File: src/sv/roc_auc_trapezoid_engine_defines.svh
// ----------------------------------------------------------------------------
// ROC AUC engine assertion macros
// Shared property shorthands for the checks in the top level.
// ----------------------------------------------------------------------------
`ifndef ROC_AUC_TRAPEZOID_ENGINE_DEFINES_SVH
`define ROC_AUC_TRAPEZOID_ENGINE_DEFINES_SVH

// Same-cycle implication, sampled on the block clock outside reset.
`define ROC_ASSERT_NOW(name, ante, cons, msg) \
    name: assert property (@(posedge i_clk) disable iff (!i_rst_n) (ante) |-> (cons)) \
        else $error(msg);

// Next-cycle implication, sampled on the block clock outside reset.
`define ROC_ASSERT_NEXT(name, ante, cons, msg) \
    name: assert property (@(posedge i_clk) disable iff (!i_rst_n) (ante) |=> (cons)) \
        else $error(msg);

`endif

File: src/sv/roc_pkg.sv
// ----------------------------------------------------------------------------
// ROC AUC engine package
// Sizes, row and control types, status codes and controller states.
// ----------------------------------------------------------------------------
package roc_pkg;

    localparam int MAX_ROWS   = 1024;
    localparam int SCORE_BITS = 32;
    localparam int FRAC_BITS  = 16;
    localparam int CNT_W      = $clog2(MAX_ROWS + 1);
    localparam int AUC_W      = FRAC_BITS + 1;
    localparam int PN_W       = 2 * CNT_W;
    localparam int DEN_W      = PN_W + 1;
    localparam int PROD_W     = 2 * CNT_W + 1;
    localparam int ACC_W      = 44;
    localparam int QCNT_W     = $clog2(AUC_W + 1);

    // One stored row: order key (sign flipped) and label.
    typedef struct packed {
        logic [SCORE_BITS-1:0] key;
        logic                  lab;
    } t_row;

    // Per-cycle command broadcast to every sorter cell.
    typedef struct packed {
        logic ld;  // insert the broadcast row
        logic sh;  // shift toward cell zero
    } t_cell_ctl;

    typedef enum logic [1:0] {
        ST_OK     = 2'd0,
        ST_EQUAL  = 2'd1,
        ST_SINGLE = 2'd2,
        ST_OVF    = 2'd3
    } t_status;

    typedef enum logic [6:0] {
        S_LOAD = 7'b0000001,
        S_CHK  = 7'b0000010,
        S_WALK = 7'b0000100,
        S_PN   = 7'b0001000,
        S_PREP = 7'b0010000,
        S_DIV  = 7'b0100000,
        S_DONE = 7'b1000000
    } t_state;

endpackage

File: src/sv/roc_cell.sv
// ----------------------------------------------------------------------------
// ROC AUC sorter cell
// One slot of the systolic insertion sorter; also shifts toward cell zero.
// ----------------------------------------------------------------------------
module roc_cell (
    input  logic               i_clk,
    input  roc_pkg::t_cell_ctl i_ctl,
    input  logic               i_occ,     // slot holds a row
    input  logic               i_slot,    // slot index is at most the row count
    input  roc_pkg::t_row      i_new,
    input  roc_pkg::t_row      i_left,
    input  logic               i_left_gt,
    input  roc_pkg::t_row      i_right,
    output roc_pkg::t_row      o_row,
    output logic               o_gt
);

    roc_pkg::t_row r_row;

    // An empty slot counts as greater than any key.
    assign o_gt  = !i_occ || (r_row.key > i_new.key);
    assign o_row = r_row;

    // Insert: take the neighbor's row when it also moves, else the new row.
    always_ff @(posedge i_clk) begin
        if (i_ctl.ld && i_slot && o_gt) begin
            r_row <= i_left_gt ? i_left : i_new;
        end else if (i_ctl.sh) begin
            r_row <= i_right;
        end
    end

endmodule

File: config.mk
export PLATFORM = sky130hd
export DESIGN_NAME = roc_cell
export DESIGN_NICKNAME = d
export VERILOG_FILES = /design/src/sv/roc_auc_trapezoid_engine_defines.svh /design/src/sv/roc_pkg.sv /design/src/sv/roc_cell.sv
export SDC_FILE = /design/constraint.sdc
export NUM_CORES = 1
export LEC_CHECK = 0
export ABC_AREA = 1
export BUFFER_PORTS_ARGS = -buffer_cell sky130_fd_sc_hd__buf_2
export CAP_MARGIN = 10
export CORE_MARGIN = 5
export CORE_UTILIZATION = 40
export CTS_CLUSTER_DIAMETER = 120
export DETAILED_ROUTE_END_ITERATION = 8
export PLACE_DENSITY = 0.75
export SETUP_SLACK_MARGIN = 0.05
export SLEW_MARGIN = 20
export SYNTH_ARGS = -nofsm -noshare
export SYNTH_HDL_FRONTEND = slang
export SYNTH_SLANG_ARGS = --single-unit
File: constraint.sdc
create_clock -name i_clk -period 8.3 [get_ports i_clk]
set_input_delay 0.415 -clock i_clk [delete_from_list [all_inputs] [get_ports i_clk]]
set_output_delay 0.415 -clock i_clk [all_outputs]
set_load 0.01 [all_outputs]
# Yosys cells after proc, flatten, opt, wreduce, memory -nomap -nowiden
# Index checks and enable logic that the tools add are counted.
[classes] addsub=0 n_mul=0 div=0 magnitude_cmp=1 eq_ne=0 shift=0 n_mux=3 bitwise=0 reduce_logical=5
[op_table] operator="$mux 33" n=3
[op_table] operator="$gt 32x32->1" n=1
[op_table] operator="$logic_and 1x1->1" n=2
[op_table] operator="$reduce_bool 2->1" n=1
[op_table] operator="$logic_not 1->1" n=1
[op_table] operator="$logic_or 1x1->1" n=1
[word_totals] regBits=33 latchBits=0 ramBits=0 romBits=0 in_bits=105 out_inout_bits=34 n_memories=0

# Longest topological paths before layout
[depth] word_depth=4 depth_mapped=19

# Worst setup path after synthesis
# No wires, ideal clock.
[synth_timing] path_kind="register to register" start="reg r_row (netlist bit o_row[32])" end="reg r_row (netlist bit o_row[0]) (enable)" setup_time_ns=0.391 arrival_time_ns=2.325 t_required_ns=7.909 path_slack_ns=5.585 stages_incl_launch_ff=13 n_path_buf=1 period_less_slack_ns=2.715 path_cell_list="edfxtp_1 -> ha_1 -> nand2_1 -> nor2_2 -> nand2_1 -> nor2_1 -> nand2_1 -> nand2_1 -> nand2_2 -> nand2_4 -> nand2_8 -> buf_6 -> nand2_1"
[synth_between] elab_chain_cells=4
[synth_rtl] item="start: declaration" line_no="roc_cell.sv:18" rtl="roc_pkg::t_row r_row;"
[synth_rtl] item="start signal: assignment" line_no="roc_cell.sv:27" rtl="r_row <= i_left_gt ? i_left : i_new;"
[synth_rtl] item="start signal: assignment" line_no="roc_cell.sv:29" rtl="r_row <= i_right;"
[synth_rtl] item="$gt 32x32->1" line_no="roc_cell.sv:21" rtl="assign o_gt = !i_occ || (r_row.key > i_new.key);"
[synth_rtl] item="$logic_or 1x1->1" line_no="roc_cell.sv:21"
[synth_rtl] item="$logic_and 1x1->1" line_no="roc_cell.sv:26" rtl="if (i_ctl.ld && i_slot && o_gt) begin"
[synth_rtl] item="$reduce_bool 2->1 (no source line)"
# No other way between the ends.
# A chain may end at the register's enable or synchronous reset.

# Worst setup path in the final report
[layout_timing] start="reg r_row (netlist bit o_row[32])" end="reg r_row (netlist bit o_row[10]) (enable)"
# Same word-level chain as after synthesis.

==> results.txt <==
Area enclosed by the die boundary -> 8570 sq um
Number of setup violations in the final report -> 0
Total negative setup slack -> 0 ns
Inserted Clock Buffers -> 5
Post-synthesis register bit count -> 33
Die boundary height -> 92.6 microns
Power spent charging and discharging nets -> 0.153 mW
Initial antenna violation count -> 0
Count of cells resized by post-cts repair -> 0
Arithmetic-cell share of the synthesized area counting full adders, half adders and majority gates -> 14.7%
Number of max-slew violations in the final report -> 0
Relative max-transition margin -> 37.8%
Required time at the endpoint of the critical path -> 8.23 ns
Hold worst-path end -> o_row[26]$_DFFE_PP_
Final hold slack -> 0.397 ns
Largest area contributor in the netlist -> sky130_fd_sc_hd__edfxtp_1
Result of the run -> complete, no violations
Clock Tree Buf Depth -> 2
Clock period minus final worst setup slack -> 2.85 ns
Worst Slack Setup Final -> 5.45 ns
Vias in the first global route -> 2,650
DRC violations left -> 0
Wire per inst -> 13.0 microns
Reg-to-reg startpoint -> o_row[32]$_DFFE_PP_
Vias after detailed routing -> 2,741
Cell repeated most along the worst path -> sky130_fd_sc_hd__nand2_1
Clock tree root buffer cell -> sky130_fd_sc_hd__clkbuf_8
Hold buffers post-CTS -> 0
Path type of the worst setup path -> reg -> reg
Hold crit path type -> in -> reg
Post-synthesis compound-gate area fraction -> 8.99%
Overall track demand over capacity in global routing -> 17.3%
Unrepaired setup endpoints after global routing -> no
Sw Share -> 30.0%
P_int -> 0.358 mW
Cell at the slowest stage of the critical path -> sky130_fd_sc_hd__edfxtp_1
Min-Delay Startpoint -> i_right[26]
Clock tree skew after final layout -> 0.00865 ns
Worst-skew pair later-pin latency -> 0.28 ns
Die W -> 92.6 microns
Estimated wirelength of the detail-placed design -> 5880 microns
Global-route wire length before repair -> 11,900 microns
Max FFs per register -> 33
Mapped Nets -> 496
Number of levels in the clock H-tree -> 2
Share of synthesized area spent on multiplexers -> 0.825%
Worst Path Arrival -> 2.78 ns
Portion of the clock cycle consumed by the worst path in the final layout -> 34.4%
Crit Path Max Fanout -> 35
Remaining number of nets flagged by the antenna check after routing -> 0
Floorplan Core Area -> 6720 sq um
Clk network pwr share -> 28.1%
Largest net degree at the start of global routing -> 65
Drt first-iter violations -> 119
Vias/cell -> 4.81
Basic-gate share of the synthesized area counting and, or, nand and nor cells -> 29.8%
Count of max-cap constraint violations -> 0
Slew of the pin with the lowest slew margin -> 0.933 ns
Post-synthesis share of cell area spent on xor and xnor gates -> 0%
FP Rows -> 30
Growth of design area from synthesis to finish -> 29.4%
Yosys cell types -> 23
Startpoint class of the critical path -> flip-flop
Cell Area, Synth -> 2730 sq um
Final estimated routing congestion in global placement -> 0.819
Reg-to-reg critical path endpoint -> o_row[10]$_DFFE_PP_
TritonCTS clock tree -> yes
Number of hold-slack violations in the final timing report -> 0
Power per cell area -> 145 nW/um^2
Placement-stage worst setup slack -> 5.30 ns
Wirelength, routed -> 7380 microns
Kind of end point of the critical path -> flip-flop
Top achievable clock speed -> 351 MHz
Placed Instances -> 562
Critical-path cell list -> ha_1 -> nand2_1 -> nor2_2 -> nand2_1 -> nor2_1 -> nand2_1 -> nand2_1 -> nand2_2 -> nand2_4 -> nand2_8 -> nand2_1 -> buf_4
TritonRoute pass-1 iters -> 4
Crit-path max cell delay -> 0.42 ns
Share of post-route cells with drive strength above 1 -> 33.3%
Total number of clock tree sinks -> 33
Top post-synthesis cells by area -> sky130_fd_sc_hd__edfxtp_1, sky130_fd_sc_hd__nand2_1, sky130_fd_sc_hd__ha_1, sky130_fd_sc_hd__nand3_1, sky130_fd_sc_hd__o21ai_0
Register clock-pin slew on the reported worst setup and hold paths -> 0.07 ns
Ports placed on the boundary -> 139
Count of yosys warnings during synthesis -> 0
Combinational family with the most area after synthesis -> simple AND/OR/NAND/NOR gates
Leakage -> 1.96 nW
Sequential share of the synthesized area -> 36.3%
Antenna diode instance count -> 0
Portion of total power attributed to combinational logic -> 29.9%
Buffers added on ports -> 138
Initial Utilization -> 40.6%
Peak supply drop -> 59.6 uV
Flop pwr share -> 42.0%
Global route total overflow -> 0
Mean instance size in the synthesized netlist -> 7.60 sq um
Number of buffers inserted to repair setup after CTS -> 0
Final cell count without fillers -> 570
Number of inserted filler cells in the final layout -> 648
Number of cells traversed by the worst hold path -> 3
Net count, final -> 626
Cells after synthesis -> 359
Top cell type's share of synthesized area -> 36.3%
Register-to-Register Path Depth -> 12
Worst-case register-to-register setup slack -> 5.45 ns
placed cells by master, fill, tap and decap left out, drive strengths merged:
cell    Yosys  final
bufinv      0      1
o21a        1      1
nor3        1      1
ha         32     32
buf         8    139
nor2       11     11
edfxtp     33     33
mux2        2      2
a21oi      13     13
clkinv      1      1
nand3      35     35
inv        40     41
a21o        1      1
o21ai      33     33
clkbuf      8      6
nand4       3      3
nand2     137    137
power groups by stage:
stage | combinational (mW) | sequential (mW) | clock [mW]
4_1_cts | 0.155 | 0.215 | 0.148
3_5_place_dp | 0.154 | 0.218 | 0
6_report | 0.153 | 0.215 | 0.143
5_1_grt | 0.174 | 0.217 | 0.155
2_1_floorplan | 0.0878 | 0.225 | 0
3_3_place_gp | 0.150 | 0.218 | 0
metrics by stage:
stage,area (sq um),total power [mW],util [%]
3_3_place_gp,3420,0.368,51.0
5_1_grt,3530,0.546,52.6
3_5_place_dp,3420,0.372,51.0
4_1_cts,3530,0.517,52.6
6_report,3530,0.511,52.6
2_1_floorplan,2730,0.313,-
layout make-up:
type	count	area (sq um)	area share (%)
inverters	41	154	4.36
well taps	80	100	2.83
flip-flops and latches	33	991	28.1
clock inverters	2	33.8	0.957
repair buffers	139	698	19.8
multi-input cells	269	1480	42.0
clock buffers	6	72.6	2.06
layer usage:
metal  up-vias  part of all wire, %  track usage (%)
li1       1441                    -                -
met1      1182                   41             20.9
met2       106                   50             30.2
met3        12                  7.4             4.47
met4         0                  1.7             4.83
met5         -                    0                0
logic make-up (layout without fill, tap and decap cells):
family	after synthesis	after routing
DFF	33	33
muxes	2	2
AOI/OAI and AO/OA	48	48
adders and majority gates	32	32
buffers and inverters	57	188
and+or+nand+nor	187	187
worst max path at each step:
stage	slack [ns]	depth (start not counted)	endpoint	start
after floorplan	5.58	12	o_row[0]$_DFFE_PP_	o_row[32]$_DFFE_PP_
after global placement	5.36	14	o_row[10]$_DFFE_PP_	i_new[24]
after detailed placement	5.30	14	o_row[10]$_DFFE_PP_	i_new[28]
after CTS	5.41	12	o_row[10]$_DFFE_PP_	o_row[28]$_DFFE_PP_
after global routing	5.14	12	o_row[7]$_DFFE_PP_	o_row[32]$_DFFE_PP_
final	5.45	12	o_row[10]$_DFFE_PP_	o_row[32]$_DFFE_PP_
cell usage after synthesis, drive strengths merged:
cell type and n:
nand3 35, nand4 3, ha 32, a21o 1, mux2 2, o21ai 33, o21a 1, nor3 1
inv 40, edfxtp 33, a21oi 13, clkbuf 8, clkinv 1, buf 8, nand2 137, nor2 11
critical path: cells and delay by family, from the launching register on:
kind | cells | cell delay (ns)
adder cells (fa/ha/maj) | 1 | 0.33
buffers and inverters | 1 | 0.39
AND/OR/NAND/NOR | 10 | 1.34
flip-flops | 1 | 0.42
No activity file was read; power rests on OpenSTA's default activity.
