**src/sv/roc_auc_trapezoid_engine_defines.svh**
```systemverilog
// ----------------------------------------------------------------------------
// ROC AUC engine assertion macros
// Shared property shorthands for the checks in the top level.
// ----------------------------------------------------------------------------
`ifndef ROC_AUC_TRAPEZOID_ENGINE_DEFINES_SVH
`define ROC_AUC_TRAPEZOID_ENGINE_DEFINES_SVH

// Same-cycle implication, sampled on the block clock outside reset.
`define ROC_ASSERT_NOW(name, ante, cons, msg) \
    name: assert property (@(posedge i_clk) disable iff (!i_rst_n) (ante) |-> (cons)) \
        else $error(msg);

// Next-cycle implication, sampled on the block clock outside reset.
`define ROC_ASSERT_NEXT(name, ante, cons, msg) \
    name: assert property (@(posedge i_clk) disable iff (!i_rst_n) (ante) |=> (cons)) \
        else $error(msg);

`endif

```
**src/sv/roc_pkg.sv**
```systemverilog
// ----------------------------------------------------------------------------
// ROC AUC engine package
// Sizes, row and control types, status codes and controller states.
// ----------------------------------------------------------------------------
package roc_pkg;

    localparam int MAX_ROWS   = 1024;
    localparam int SCORE_BITS = 32;
    localparam int FRAC_BITS  = 16;
    localparam int CNT_W      = $clog2(MAX_ROWS + 1);
    localparam int AUC_W      = FRAC_BITS + 1;
    localparam int PN_W       = 2 * CNT_W;
    localparam int DEN_W      = PN_W + 1;
    localparam int PROD_W     = 2 * CNT_W + 1;
    localparam int ACC_W      = 44;
    localparam int QCNT_W     = $clog2(AUC_W + 1);

    // One stored row: order key (sign flipped) and label.
    typedef struct packed {
        logic [SCORE_BITS-1:0] key;
        logic                  lab;
    } t_row;

    // Per-cycle command broadcast to every sorter cell.
    typedef struct packed {
        logic ld;  // insert the broadcast row
        logic sh;  // shift toward cell zero
    } t_cell_ctl;

    typedef enum logic [1:0] {
        ST_OK     = 2'd0,
        ST_EQUAL  = 2'd1,
        ST_SINGLE = 2'd2,
        ST_OVF    = 2'd3
    } t_status;

    typedef enum logic [6:0] {
        S_LOAD = 7'b0000001,
        S_CHK  = 7'b0000010,
        S_WALK = 7'b0000100,
        S_PN   = 7'b0001000,
        S_PREP = 7'b0010000,
        S_DIV  = 7'b0100000,
        S_DONE = 7'b1000000
    } t_state;

endpackage

```
**src/sv/roc_div.sv**
```systemverilog
// ----------------------------------------------------------------------------
// ROC AUC divider
// Restoring divider, one quotient bit per cycle, quotient of AUC_W bits.
// ----------------------------------------------------------------------------
module roc_div (
    input  logic                        i_clk,
    input  logic                        i_rst_n,
    input  logic                        i_start,
    input  logic [roc_pkg::ACC_W-1:0]   i_num,
    input  logic [roc_pkg::DEN_W-1:0]   i_den,
    output logic                        o_done,
    output logic [roc_pkg::AUC_W-1:0]   o_quo
);

    logic [roc_pkg::ACC_W-1:0]  r_rem;
    logic [roc_pkg::ACC_W-1:0]  r_dsh;
    logic [roc_pkg::AUC_W-1:0]  r_quo;
    logic [roc_pkg::QCNT_W-1:0] r_cnt;
    logic                       r_done;
    logic                       w_fit;

    assign w_fit  = r_rem >= r_dsh;
    assign o_done = r_done;
    assign o_quo  = r_quo;

    // Step counter and completion pulse.
    always_ff @(posedge i_clk) begin
        if (!i_rst_n) begin
            r_cnt  <= '0;
            r_done <= 1'b0;
        end else begin
            r_done <= 1'b0;
            if (i_start) begin
                r_cnt <= roc_pkg::QCNT_W'(roc_pkg::AUC_W);
            end else if (r_cnt != '0) begin
                r_cnt <= r_cnt - 1'b1;
                if (r_cnt == roc_pkg::QCNT_W'(1)) begin
                    r_done <= 1'b1;
                end
            end
        end
    end

    // Remainder, shifted divisor and quotient.
    always_ff @(posedge i_clk) begin
        if (i_start) begin
            r_rem <= i_num;
            r_dsh <= roc_pkg::ACC_W'(i_den) << roc_pkg::FRAC_BITS;
            r_quo <= '0;
        end else if (r_cnt != '0) begin
            if (w_fit) begin
                r_rem <= r_rem - r_dsh;
            end
            r_dsh <= r_dsh >> 1;
            r_quo <= {r_quo[roc_pkg::AUC_W-2:0], w_fit};
        end
    end

endmodule

```
**config.mk**
```make
export PLATFORM = sky130hd
export DESIGN_NAME = roc_div
export DESIGN_NICKNAME = d
export VERILOG_FILES = /design/src/sv/roc_auc_trapezoid_engine_defines.svh /design/src/sv/roc_pkg.sv /design/src/sv/roc_div.sv
export SDC_FILE = /design/constraint.sdc
export NUM_CORES = 1
export LEC_CHECK = 0
export BUFFER_PORTS_ARGS = -buffer_cell sky130_fd_sc_hd__buf_2
export CAP_MARGIN = 5
export CORE_UTILIZATION = 30
export CTS_BUF_LIST = sky130_fd_sc_hd__clkbuf_16
export DETAILED_ROUTE_END_ITERATION = 8
export SETUP_SLACK_MARGIN = 0.3
export SLEW_MARGIN = 20
export SYNTH_ARGS = -nofsm -noshare
export SYNTH_HDL_FRONTEND = slang
export SYNTH_SLANG_ARGS = --single-unit
```
**constraint.sdc**
```tcl
create_clock -name i_clk -period 6.33 [get_ports i_clk]
set_input_delay 1.266 -clock i_clk [delete_from_list [all_inputs] [get_ports i_clk]]
set_output_delay 1.266 -clock i_clk [all_outputs]
set_load 0.02 [all_outputs]
```
# --- Yosys cells after proc, flatten, opt, wreduce, memory -nomap -nowiden ---
# Index checks and enable logic that the tools add are counted.
totals:
  regBits: 106
  output_inout_bits: 18
  wordCells: 27
op_classes:
  addsub: 2
  n_lt_le_gt_ge: 1
  eq_ne: 1
  muxes: 8
  bitwise_logic: 2
  reduce_logical: 6
ops:
  columns: ["operator", "n"]
  rows:
  - ["2-to-1 mux 44 bit", 3]
  - ["2-to-1 mux 39 bit", 2]
  - ["greater-or-equal comparator 44 x 39 -> 1 bit", 1]
  - ["subtractor 44 x 39 -> 44 bit", 1]
  - ["2-to-1 mux 5 bit", 2]
  - ["equality test 5 x 1 -> 1 bit (second input constant)", 1]
  - ["nonzero test 5 bit", 1]
  - ["subtractor 5 x 1 -> 5 bit (second input constant)", 1]
  - ["nonzero test 2 bit", 2]
  - ["OR reduction 3 bit", 1]
  - ["inverter 1 bit", 2]
  - ["AND reduction 2 bit", 1]
  - ["OR reduction 2 bit", 1]
  - ["2-to-1 mux 1 bit", 1]

# --- Depth between registers and ports, before layout ---
# Gate-level depths: netlist of the first run.
logic_depth:
  word_depth: 4
  ltp_mapped: 11
  depth_no_buf: 11

# --- Least setup slack after synthesis of the first run ---
# Ideal clock, no wire load.
synth_path:
  kind: "flip-flop to flip-flop"
  from: "register r_rem[21] (netlist bit)"
  to: "register r_rem[0] (netlist bit) (enable)"
  setup_time_ns: 0.506
  t_arrival_ns: 5.077
  t_required_ns: 5.824
  path_slack_ns: 0.747
  path_stages_with_launch: 10
  n_path_buf: 1
  period_less_slack_ns: 5.583
  path_cell_list: "edfxtp_1 ha_1 buf_2 a21oi_1 o31ai_1 o21bai_1 o31ai_1 or3_1 and3_1 o21ai_0"
synth_between:
  elab_chain_cells: 3
synth_rtl:
  columns: ["element", "line_no", "rtl"]
  rows:
  - ["start: declaration", "roc_div.sv:15", "logic [roc_pkg::ACC_W-1:0] r_rem;"]
  - ["start signal: assignment", "roc_div.sv:47", "r_rem <= i_num;"]
  - ["start signal: assignment", "roc_div.sv:52", "r_rem <= r_rem - r_dsh;"]
  - ["greater-or-equal comparator 44 x 39 -> 1 bit", "roc_div.sv:22", "assign w_fit = r_rem >= r_dsh;"]
  - ["nonzero test 2 bit (no line)", null, null]
  - ["AND reduction 2 bit (no line)", null, null]
# No other way between the ends.
# A chain may end at the register's enable or synchronous reset.

# --- Worst setup path after layout of the first run ---
layout_path:
  from: "register r_rem[21] (netlist bit)"
  to: "register r_rem[35] (netlist bit) (enable)"
# Same word-level chain as after synthesis.

==> out/metrics.cfg, run 1 <==
[outcome]
status = finished, final reports clean

[clocking]
cts_root_buf = clkbuf_16
h-tree-depth = 3
worstSkewPairLatency_ns = 0.36
numCtsBuffers = 9
post-cts-setup-buffers = 0
clock_sinks = 106
clkTransAtPathRegs_ns = 0.07
cts_hold_buf = 0
cts_tree = built
cts_resized = 0
clockBufferDepth = 2

[placement]
hpwl_mm = 13.3
place_area_sq_um = 7620
dp_slack_ns = 2.71
gp_congestion = 0.812
io_buffers = 87

[die]
ios = 88
die_area_sq_um = 23800
row_count = 55
chipHeight_um = 154
die_w_um = 154
core_area_sq_um = 22700
start_util_pct = 30.6

[grt]
overflow = 0
grt.met2_usage_pct = 24.2
grt_start_max_net_pins = 90
grt_use_met3_pct = 3.03
track_usage_pct = 15.8
antenna_found_initial = 0
grtUsageMet1_pct = 22.0
grt_pass1_wl_mm = 29.6
first_global_vias = 5758
grt-busiest-layer = met2

[yosys]
synth.cell_area_sq_um = 6950
synth-seq-cells = 106
synth-xor-area-share_pct = 3.65
synth_fa_ha_area_share_pct = 7.85
ys_seq_area_share_pct = 40.2
async_reset_ff_share_pct = 0
synth_ff_type = edfxtp_1
synth_fp_nets = 934
syn_avg_cell_area_sq_um = 8.47
synth_cells = 821
synth_top_family_by_area = compound AO/OA/AOI/OAI gates
yosys_warnings = 0
muxShareOfSynthArea_pct = 1.08
yosys.area_share.simple_pct = 17.9
synth-compound-area-share_pct = 23.6
ys_types = 68
synth-edff-count = 67

[timing]
fmax_ghz = 0.276
setup_violations = 0
slew_violations = 0
fin_crit_sh_pct = 57.2
fin_setup_tns_ns = 0
min_period_ns = 3.62
holdWs_ns = 0.449
finalHoldViolCount = 0
fin_skew_ns = 0.00719
relSlewSlack_pct = 41.6
worst_pin_slew_ns = 0.876
fin_ws_ns = 2.71
rsz0062_at_grt = no

[critical_path]
r2r_end = r_rem[35]
required_ns = 6.35
path_class = flip-flop to flip-flop
cpPeakStageDelay_ns = 0.50
r2r_slack_ns = 2.71
path_cells = ha_1 > a21oi_1 > o31ai_1 > o21bai_1 > o31ai_1 > or3_1 > and3_1 > o21ai_4 > buf_4
endpoint_kind = flip-flop
worst_ep_arrival_time_ns = 3.64
startpoint_type = flip-flop
slowest_stage = o21ai_4
crit_family = compound AO/OA/AOI/OAI gates
rr_worst_depth = 9
r2r_start = r_rem[21]
cp_max_fo = 28
path_common_cell = o31ai_1
critical_path_buf_inv_count = 1

[final_layout]
drive_gt1_share_pct = 14.4
diodes = 0
nFillCells = 2384
area_delta_synth_final_pct = 13.9
fin_area_sq_um = 7920
final_nets = 991

[route]
wirelength_mm = 18.4
vias = 6048
drtIter0Drc = 428
drc = 0
antenna_left = 0
dr.pass1.iters = 5
vias_per_cell = 5.18
wl_per_cell_um = 15.7

[min_path]
worstHoldStart = o_quo[16]
holdCritPathClass = flip-flop to flip-flop
holdPathStages = 2
min_to = o_quo[16]

[power]
power_density_nw_per_um2 = 469
vdd_drop_max_v = 0.000132
power.leakage_nw = 3.10

[flow_run]
maxCapViolCount = 0

[cells in the mapped netlist (4+ instances only)]
cell / n / share of area [%]
a31oi_1: 13 / 1.2
a21oi_1: 82 / 5.9
xor2_1: 9 / 1.1
clkbuf_1: 32 / 1.7
o21bai_1: 11 / 1.2
nand2_1: 153 / 8.3
or3_1: 5 / 0.45
o31ai_1: 29 / 3.1
nor3_1: 16 / 1.2
a211oi_1: 4 / 0.43
nor4_1: 9 / 0.81
a311oi_1: 4 / 0.50
o211ai_1: 6 / 0.65
ha_1: 42 / 7.6
a21o_1: 15 / 1.6
and3_1: 4 / 0.36
buf_1: 10 / 0.54
a21boi_0: 4 / 0.43
nand2b_1: 4 / 0.36
mux2_2: 4 / 0.65
dfxtp_1: 39 / 11
nand4_1: 14 / 1.3
nand3_1: 11 / 0.79
inv_1: 59 / 3.2
nor2_1: 42 / 2.3
edfxtp_1: 67 / 29
o21ai_0: 49 / 3.5
xnor2_1: 20 / 2.5
[power breakdown]
part / total (mW) / internal (mW) / switching [mW]
combinational: 2.09 / 0.787 / 1.30
sequential: 1.04 / 0.973 / 0.0716
clock: 0.575 / 0.312 / 0.264
total: 3.71 / 2.07 / 1.64
[metrics by stage]
stage | std cells | total power [mW] | util, %
after CTS | 1168 | 3.71 | 34.9
after floorplan | 821 | 2.63 | -
after global placement | 1152 | 3.11 | 33.5
final | 1168 | 3.71 | 34.9
after detailed placement | 1152 | 3.12 | 33.5
after global routing | 1168 | 4.00 | 34.9
[state kept, by name (all words and copies together) (netlist names)]
| register | flops |
|---|---|
| r_cnt | 5 |
| r_dsh | 39 |
| r_rem | 44 |
| o_done | 1 |
| o_quo | 17 |
[cell families after synthesis]
| group | after synthesis |
|---|---|
| AOI/OAI and AO/OA | 252 |
| xor gates and xnor gates | 29 |
| adders and majority gates | 43 |
| buffers and inverters | 105 |
| DFF | 106 |
| muxes | 7 |
| and+or+nand+nor | 279 |
[per-layer routing]
layer / vias to the layer above / wire, um
met2: 140 / 8090
met1: 2819 / 9130
met3: 22 / 792
met4: 0 / 351
met5: - / 0
li1: 3067 / -
[worst max-delay path by stage]
stage,cells after the start,endpoint,startpoint
4_1_cts,10,r_rem[36],r_dsh[10]
5_1_grt,9,r_rem[35],r_rem[21]
2_1_floorplan,9,r_rem[0],r_rem[21]
3_5_place_dp,10,r_rem[3],r_dsh[10]
3_3_place_gp,10,r_rem[37],r_dsh[8]
6_report,9,r_rem[35],r_rem[21]
[area by class of cell]
type | count | area [sq um] | share of cell area, %
Multi-Input combinational cell | 610 | 3770 | 47.7
Inverter | 59 | 221 | 2.80
Sequential cell | 106 | 2790 | 35.3
Clock inverter | 5 | 23.8 | 0.300
Timing Repair Buffer | 92 | 475 | 6.00
Clock buffer | 11 | 275 | 3.48
Tap cell | 285 | 357 | 4.50
[cells in the final DEF (no fill, tap or decap), types with 5 or more instances in the layout]
cell type and instances:
nand2_1 152, buf_2 86, a21oi_1 82, edfxtp_1 67, inv_1 61, o21ai_0 48
nor2_1 42, ha_1 42, dfxtp_1 39, o31ai_1 29, xnor2_1 20, nor3_1 16
a21o_1 15, nand4_1 14, a31oi_1 13, o21bai_1 11, nand3_1 11, clkbuf_16 11
nor4_1 9, xor2_1 9, o211ai_1 6, buf_4 6, or3_1 5
[worst min-delay path: stages, from the launching register on]
cell,delay (ns)
dfxtp_1,0.31
nand2_1,0.05
a21oi_1,0.05
No activity file was read; power rests on OpenSTA's default activity.
==> run 2, diff against run 1 <==
ABC_AREA = 1   (was not set)
clock period = 3.2 ns   (was 6.33 ns; I/O delays follow)
==> out/metrics.cfg, run 2 <==
[route]
antenna_left = 0  ; unchanged
top_layer = met4
vias = 7384  ; +22%
dr_wl_met2_mm = 10.5  ; +29%
met3_wirelength_um = 862  ; +8.8%
drc = 0  ; unchanged
vias_per_cell = 4.55  ; -12%
dr.pass1.iters = 5  ; unchanged
wirelength_mm = 21.9  ; +19%
met1_length_mm = 10.1  ; +11%
drtIter0Drc = 555  ; +30%
wl_per_cell_um = 13.5  ; -14%

[critical_path]
worst_ep_arrival_time_ns = 2.58  ; -1.06 ns
endpoint_kind = flip-flop
r2r_start = r_rem[0]
path_class = flip-flop to flip-flop
slowest_stage = edfxtp_1
startpoint_type = flip-flop
cpPeakStageDelay_ns = 0.33  ; -0.17 ns
cp_max_fo = 23  ; -18%
path_cells = inv_1 > ha_1 > inv_1 > fa_1 > nand2_1 > nand3_1 > nand3_2 > nand2_2 > nand2_2 > nand2_2 > nand2_2 > nand2_2 > nand2_1 > nand2_2 > nand2_1 > nand2_2 > buf_4
required_ns = 3.23  ; -3.12 ns
startpoint = r_rem[0]
path_common_cell = nand2_2

[yosys]
yosysMostFrequentCell = nand2_1
synth_ff_type = edfxtp_1
synth_top_area_share_pct = 25.4  ; -3.6 points
ys_seq_area_share_pct = 35.2  ; -5.0 points
async_reset_ff_share_pct = 0  ; unchanged
synthTopCellsByArea = edfxtp_1 25%, nand2_1 20%, inv_1 10%
synth_area_leader_cell = edfxtp_1
synth-edff-count = 67  ; unchanged
yosys_warnings = 0  ; unchanged
synth_fp_nets = 1316  ; +41%
synth_cells = 1203  ; +47%
netlist_top_cells_count = 421 x nand2_1, 214 x inv_1, 104 x nor2_1
synth.cell_area_sq_um = 7930  ; +14%
syn_avg_cell_area_sq_um = 6.59  ; -22%
ys_types = 36  ; -47%
synth-seq-cells = 106  ; unchanged

[timing]
holdWs_ns = 0.473  ; +0.0241 ns
slew_violations = 0  ; unchanged
fin_crit_sh_pct = 79.7  ; +22 points
fin_setup_tns_ns = 0  ; unchanged
relSlewSlack_pct = 56.5  ; +15 points
finalHoldViolCount = 0  ; unchanged
setup_violations = 0  ; unchanged
min_period_ns = 2.55  ; -1.07 ns
fmax_ghz = 0.392  ; +42%
fin_skew_ns = 0.0112  ; +0.00401 ns
worst_pin_slew_ns = 0.653  ; -0.223 ns
rsz0062_at_grt = no

[final_layout]
final_nets = 1395  ; +41%
area_delta_synth_final_pct = 13.9  ; about the same
multi_input_area_sq_um = 4170  ; +11%
regMostFlops = r_rem
layout_common_cells = 420 x nand2_1, 213 x inv_1, 104 x nor2_1
diodes = 0  ; unchanged
mostFrequentLayoutCell = nand2_1
nFillCells = 2857  ; +20%
fin_area_sq_um = 9030  ; +14%
regArea_sq_um = 2790  ; unchanged
final_util_pct = 34.7  ; -0.12 points
largest_reg_flops = 44  ; unchanged
drive_gt1_share_pct = 13.2  ; -1.2 points

[clocking]
h-tree-depth = 3  ; unchanged
worstSkewPairLatency_ns = 0.37  ; about the same
clkTransAtPathRegs_ns = 0.09  ; +0.02 ns
cts_root_buf = clkbuf_16
clockBufferDepth = 2  ; unchanged
clock_sinks = 106  ; unchanged
cts_resized = 0  ; unchanged
post-cts-setup-buffers = 0  ; unchanged
cts_hold_buf = 0  ; unchanged
cts_tree = built
numCtsBuffers = 9  ; unchanged

[power]
power_frac_comb_pct = 61.1  ; +4.8 points
pwr-share-clk_pct = 13.9  ; -1.6 points
p_sw_mw = 4.29  ; +160%
seqPwrFrac_pct = 25.0  ; -3.1 points
p_sw_share_pct = 50.0  ; +5.8 points
p_int_mw = 4.29  ; +110%
power.leakage_nw = 4.67  ; +51%
vdd_drop_max_v = 0.000371  ; +180%
power_density_nw_per_um2 = 950  ; +100%

[grt]
grt_start_max_net_pins = 70  ; -22%
first_global_vias = 7064  ; +23%
grt_pass1_wl_mm = 35.3  ; +19%
overflow = 0  ; unchanged
antenna_found_initial = 0  ; unchanged
track_usage_pct = 16.8  ; +1.1 points

[die]
start_util_pct = 30.5  ; -0.088 points
core_area_sq_um = 26000  ; +14%
die_area_sq_um = 27100  ; +14%
die_w_um = 165  ; +6.7%
row_count = 59  ; +7.3%
ios = 88  ; unchanged
chipHeight_um = 165  ; +6.7%

[placement]
hpwl_mm = 17.5  ; +31%
io_buffers = 87  ; unchanged
place_area_sq_um = 8710  ; +14%
gp_congestion = 0.923  ; +14%

[outcome]
status = finished, final reports clean

[flow_run]
maxCapViolCount = 0  ; unchanged

[min_path]
holdCritPathClass = flip-flop to flip-flop
worstHoldStart = r_dsh[14]

run 2: area by class of cell:
cell class,count,area share [%]
Multi-Input combinational cell,849,46.2
Sequential cell,106,30.9
Inverter,220,9.15
Timing Repair Buffer,96,5.60
Tap cell,335,4.64
Clock buffer,9,2.49
Clock inverter,7,0.984
run 2: path summary, 6_finish.rpt:
check         endpoint  slack, ns  cells after the start
max          r_rem[27]       0.65                     17
min reg2reg  r_dsh[14]       0.47                      2
min          r_dsh[14]       0.47                      2
max reg2reg  r_rem[27]       0.65                     17
run 2: stage by stage:
stage / std cells / setup WS [ns] / power [mW]
final: 1622 / 0.649 / 8.58
after global routing: 1622 / 0.464 / 9.48
after CTS: 1622 / 0.654 / 8.65
after detailed placement: 1606 / 0.689 / 7.42
after global placement: 1606 / 0.719 / 7.37
after floorplan: 1203 / 0.651 / 6.06
run 2: critical path, delay by kind of cell (launching register included):
kind	cells	cell delay [ns]
buf+inv	3	0.48
simple gates	12	0.94
fa+ha+maj	2	0.45
flops	1	0.33
run 2: metal layers:
layer	vias to the layer above	GRT usage [%]
li1	3896	-
met1	3339	21.3
met2	127	29.2
met3	22	2.84
met4	0	4.88
met5	-	0
run 2: kinds of logic after synthesis:
| group | share of synthesized area [%] |
|---|---|
| DFF | 35.2 |
| and+or+nand+nor | 35.0 |
| AOI/OAI and AO/OA | 9.06 |
| buffers and inverters | 12.3 |
| xor gates and xnor gates | 1.55 |
| adders and majority gates | 6.88 |
run 2: power by group through the flow:
stage,logic [mW],registers (mW),clock network [mW]
after floorplan,3.88,2.18,0
after global placement,5.21,2.16,0
after detailed placement,5.24,2.18,0
after CTS,5.27,2.15,1.23
after global routing,6.02,2.19,1.27
final,5.24,2.15,1.19
==> run 3, diff against run 2 <==
ABC_AREA = 0   (was 1)
clock period = 2.4 ns   (was 3.2 ns; I/O delays follow)
==> out/metrics.cfg, run 3 (synthesized netlist as in run 1, its figures left out) <==
[grt]
antenna_found_initial = 0  ; unchanged
overflow = 0  ; unchanged
grt_start_max_net_pins = 53  ; -24%
grt_pass1_wl_mm = 34.6  ; -1.8%
track_usage_pct = 18.3  ; +1.5 points
first_global_vias = 6803  ; -3.7%

[placement]
hpwl_mm = 15.9  ; -9.2%
place_area_sq_um = 9130  ; +4.8%
gp_congestion = 0.908  ; -1.6%
io_buffers = 87  ; unchanged

[timing]
setup_violations = 77  ; +77
worst_pin_slew_ns = 0.661  ; +0.00741 ns
fin_setup_tns_ns = -32.62  ; -32.62 ns
fin_crit_sh_pct = 123  ; +43 points
min_period_ns = 2.96  ; +0.406 ns
fmax_ghz = 0.338  ; -14%
fin_skew_ns = 0.0142  ; +0.00303 ns
slew_violations = 0  ; unchanged
rsz0062_at_grt = yes
relSlewSlack_pct = 55.5  ; -0.96 points
fin_ws_ns = -0.557  ; -1.21 ns
finalHoldViolCount = 0  ; unchanged

[critical_path]
path_cells = inv_1 > ha_2 > inv_2 > fa_2 > a21o_1 > a221o_1 > a22o_4 > a211oi_4 > buf_6 > nor2_4 > a2111o_1 > o221a_2
cp_max_fo = 2  ; -91%
rr_worst_depth = 12  ; -5
path_class = flip-flop to flip-flop
cpPeakStageDelay_ns = 0.38  ; +0.05 ns
r2r_slack_ns = -0.56  ; -1.21 ns
startpoint_type = flip-flop
r2r_end = r_rem[32]
slowest_stage = a221o_1
endpoint_kind = flip-flop
required_ns = 2.53  ; -0.70 ns
startpoint = r_rem[0]
r2r_start = r_rem[0]
worst_ep_arrival_time_ns = 3.09  ; +0.51 ns

[outcome]
status = complete, but fails checks
failed_checks = negative setup slack

[clocking]
clkTransAtPathRegs_ns = 0.08  ; about the same
worstSkewPairLatency_ns = 0.37  ; about the same
cts_hold_buf = 0  ; unchanged
numCtsBuffers = 9  ; unchanged
cts_tree = built
h-tree-depth = 3  ; unchanged
clockBufferDepth = 2  ; unchanged
cts_root_buf = clkbuf_16
clock_sinks = 106  ; unchanged

[route]
wirelength_mm = 21.4  ; -1.9%
dr.pass1.iters = 6  ; +1
antenna_left = 0  ; unchanged
wl_per_cell_um = 15.9  ; +18%
drc = 0  ; unchanged
vias = 6881  ; -6.8%
drtIter0Drc = 517  ; -6.8%
vias_per_cell = 5.09  ; +12%

[power]
vdd_drop_max_v = 0.000581  ; +57%
power.leakage_nw = 4.16  ; -11%
power_density_nw_per_um2 = 1340  ; +41%
total_power_mw = 13.5  ; +57%

[flow_run]
maxCapViolCount = 0  ; unchanged

[final_layout]
final_util_pct = 44.3  ; +9.6 points
regMostFlops = r_rem
final_nets = 1175  ; -16%
mostFrequentLayoutCell = buf_4
largest_reg_flops = 44  ; unchanged
fin_area_sq_um = 10100  ; +12%
layout_common_cells = 165 x buf_4, 147 x nand2_1, 86 x buf_2
diodes = 0  ; unchanged
area_delta_synth_final_pct = 44.9
nFillCells = 2235  ; -22%
drive_gt1_share_pct = 36.6  ; +23 points

[die]
row_count = 55  ; -6.8%
core_area_sq_um = 22700  ; -13%
die_w_um = 154  ; -6.3%
start_util_pct = 30.6  ; +0.088 points
die_area_sq_um = 23800  ; -12%
chipHeight_um = 154  ; -6.3%
ios = 88  ; unchanged

[min_path]
holdPathStages = 3  ; +1
worstHoldStart = i_den[20]
min_to = r_dsh[36]
holdCritPathClass = primary input to flip-flop

==> run 3: per-stage QoR <==
step                hold WS (ns)  instances  worst slack [ns]
finish                     0.384       1352            -0.557
global route               0.386       1352            -0.660
CTS                        0.376       1343            -0.504
global placement           0.437       1322            -0.547
floorplan                  0.439        821            -0.658
detailed placement         0.449       1322            -0.609
==> run 3: timing repair <==
action	CTS	global route
buffers inserted	5	9
gates resized for setup	66	43
endpoints found under the hold margin	0	0
setup endpoints to repair	83	83
pin swaps	32	34
==> run 3: how the worst max path moves through the flow <==
stage                      to  slack [ns]  cells past startpoint
floorplan            r_rem[0]       -0.66                     11
global placement    r_rem[32]       -0.55                     12
detailed placement  r_rem[36]       -0.61                     13
finish              r_rem[32]       -0.56                     12
CTS                 r_rem[10]       -0.50                     12
global route        r_rem[10]       -0.66                     12
==> run 3: power breakdown <==
part | internal, mW | total [mW] | switching [mW]
Combinational | 4.45 | 9.05 | 4.59
Clock | 0.801 | 1.61 | 0.810
Sequential | 2.57 | 2.83 | 0.259
==> run 3: cell type report <==
type | count | area (sq um) | share of cell area (%)
inverter | 59 | 221 | 2.20
clock buffer | 10 | 250 | 2.48
sequential | 106 | 2790 | 27.7
tap | 285 | 357 | 3.54
multi-input combinational | 610 | 4390 | 43.6
clock inverter | 6 | 67.6 | 0.671
timing repair buffer | 276 | 1990 | 19.8
==> run 3: critical path: cells and delay by family (launching register included) <==
kind / cells / cell delay (ns)
AOI/OAI and AO/OA: 6 / 1.57
and+or+nand+nor: 1 / 0.03
adders and majority gates: 2 / 0.51
DFF: 1 / 0.36
buffers and inverters: 3 / 0.24
==> run 3: metal layers <==
metal | up-vias | track usage (%) | routed length (um)
met5 | - | 0 | 0
met3 | 28 | 2.72 | 1040
li1 | 3451 | - | -
met1 | 3218 | 24.9 | 10200
met2 | 184 | 29.4 | 9710
met4 | 0 | 7.10 | 514
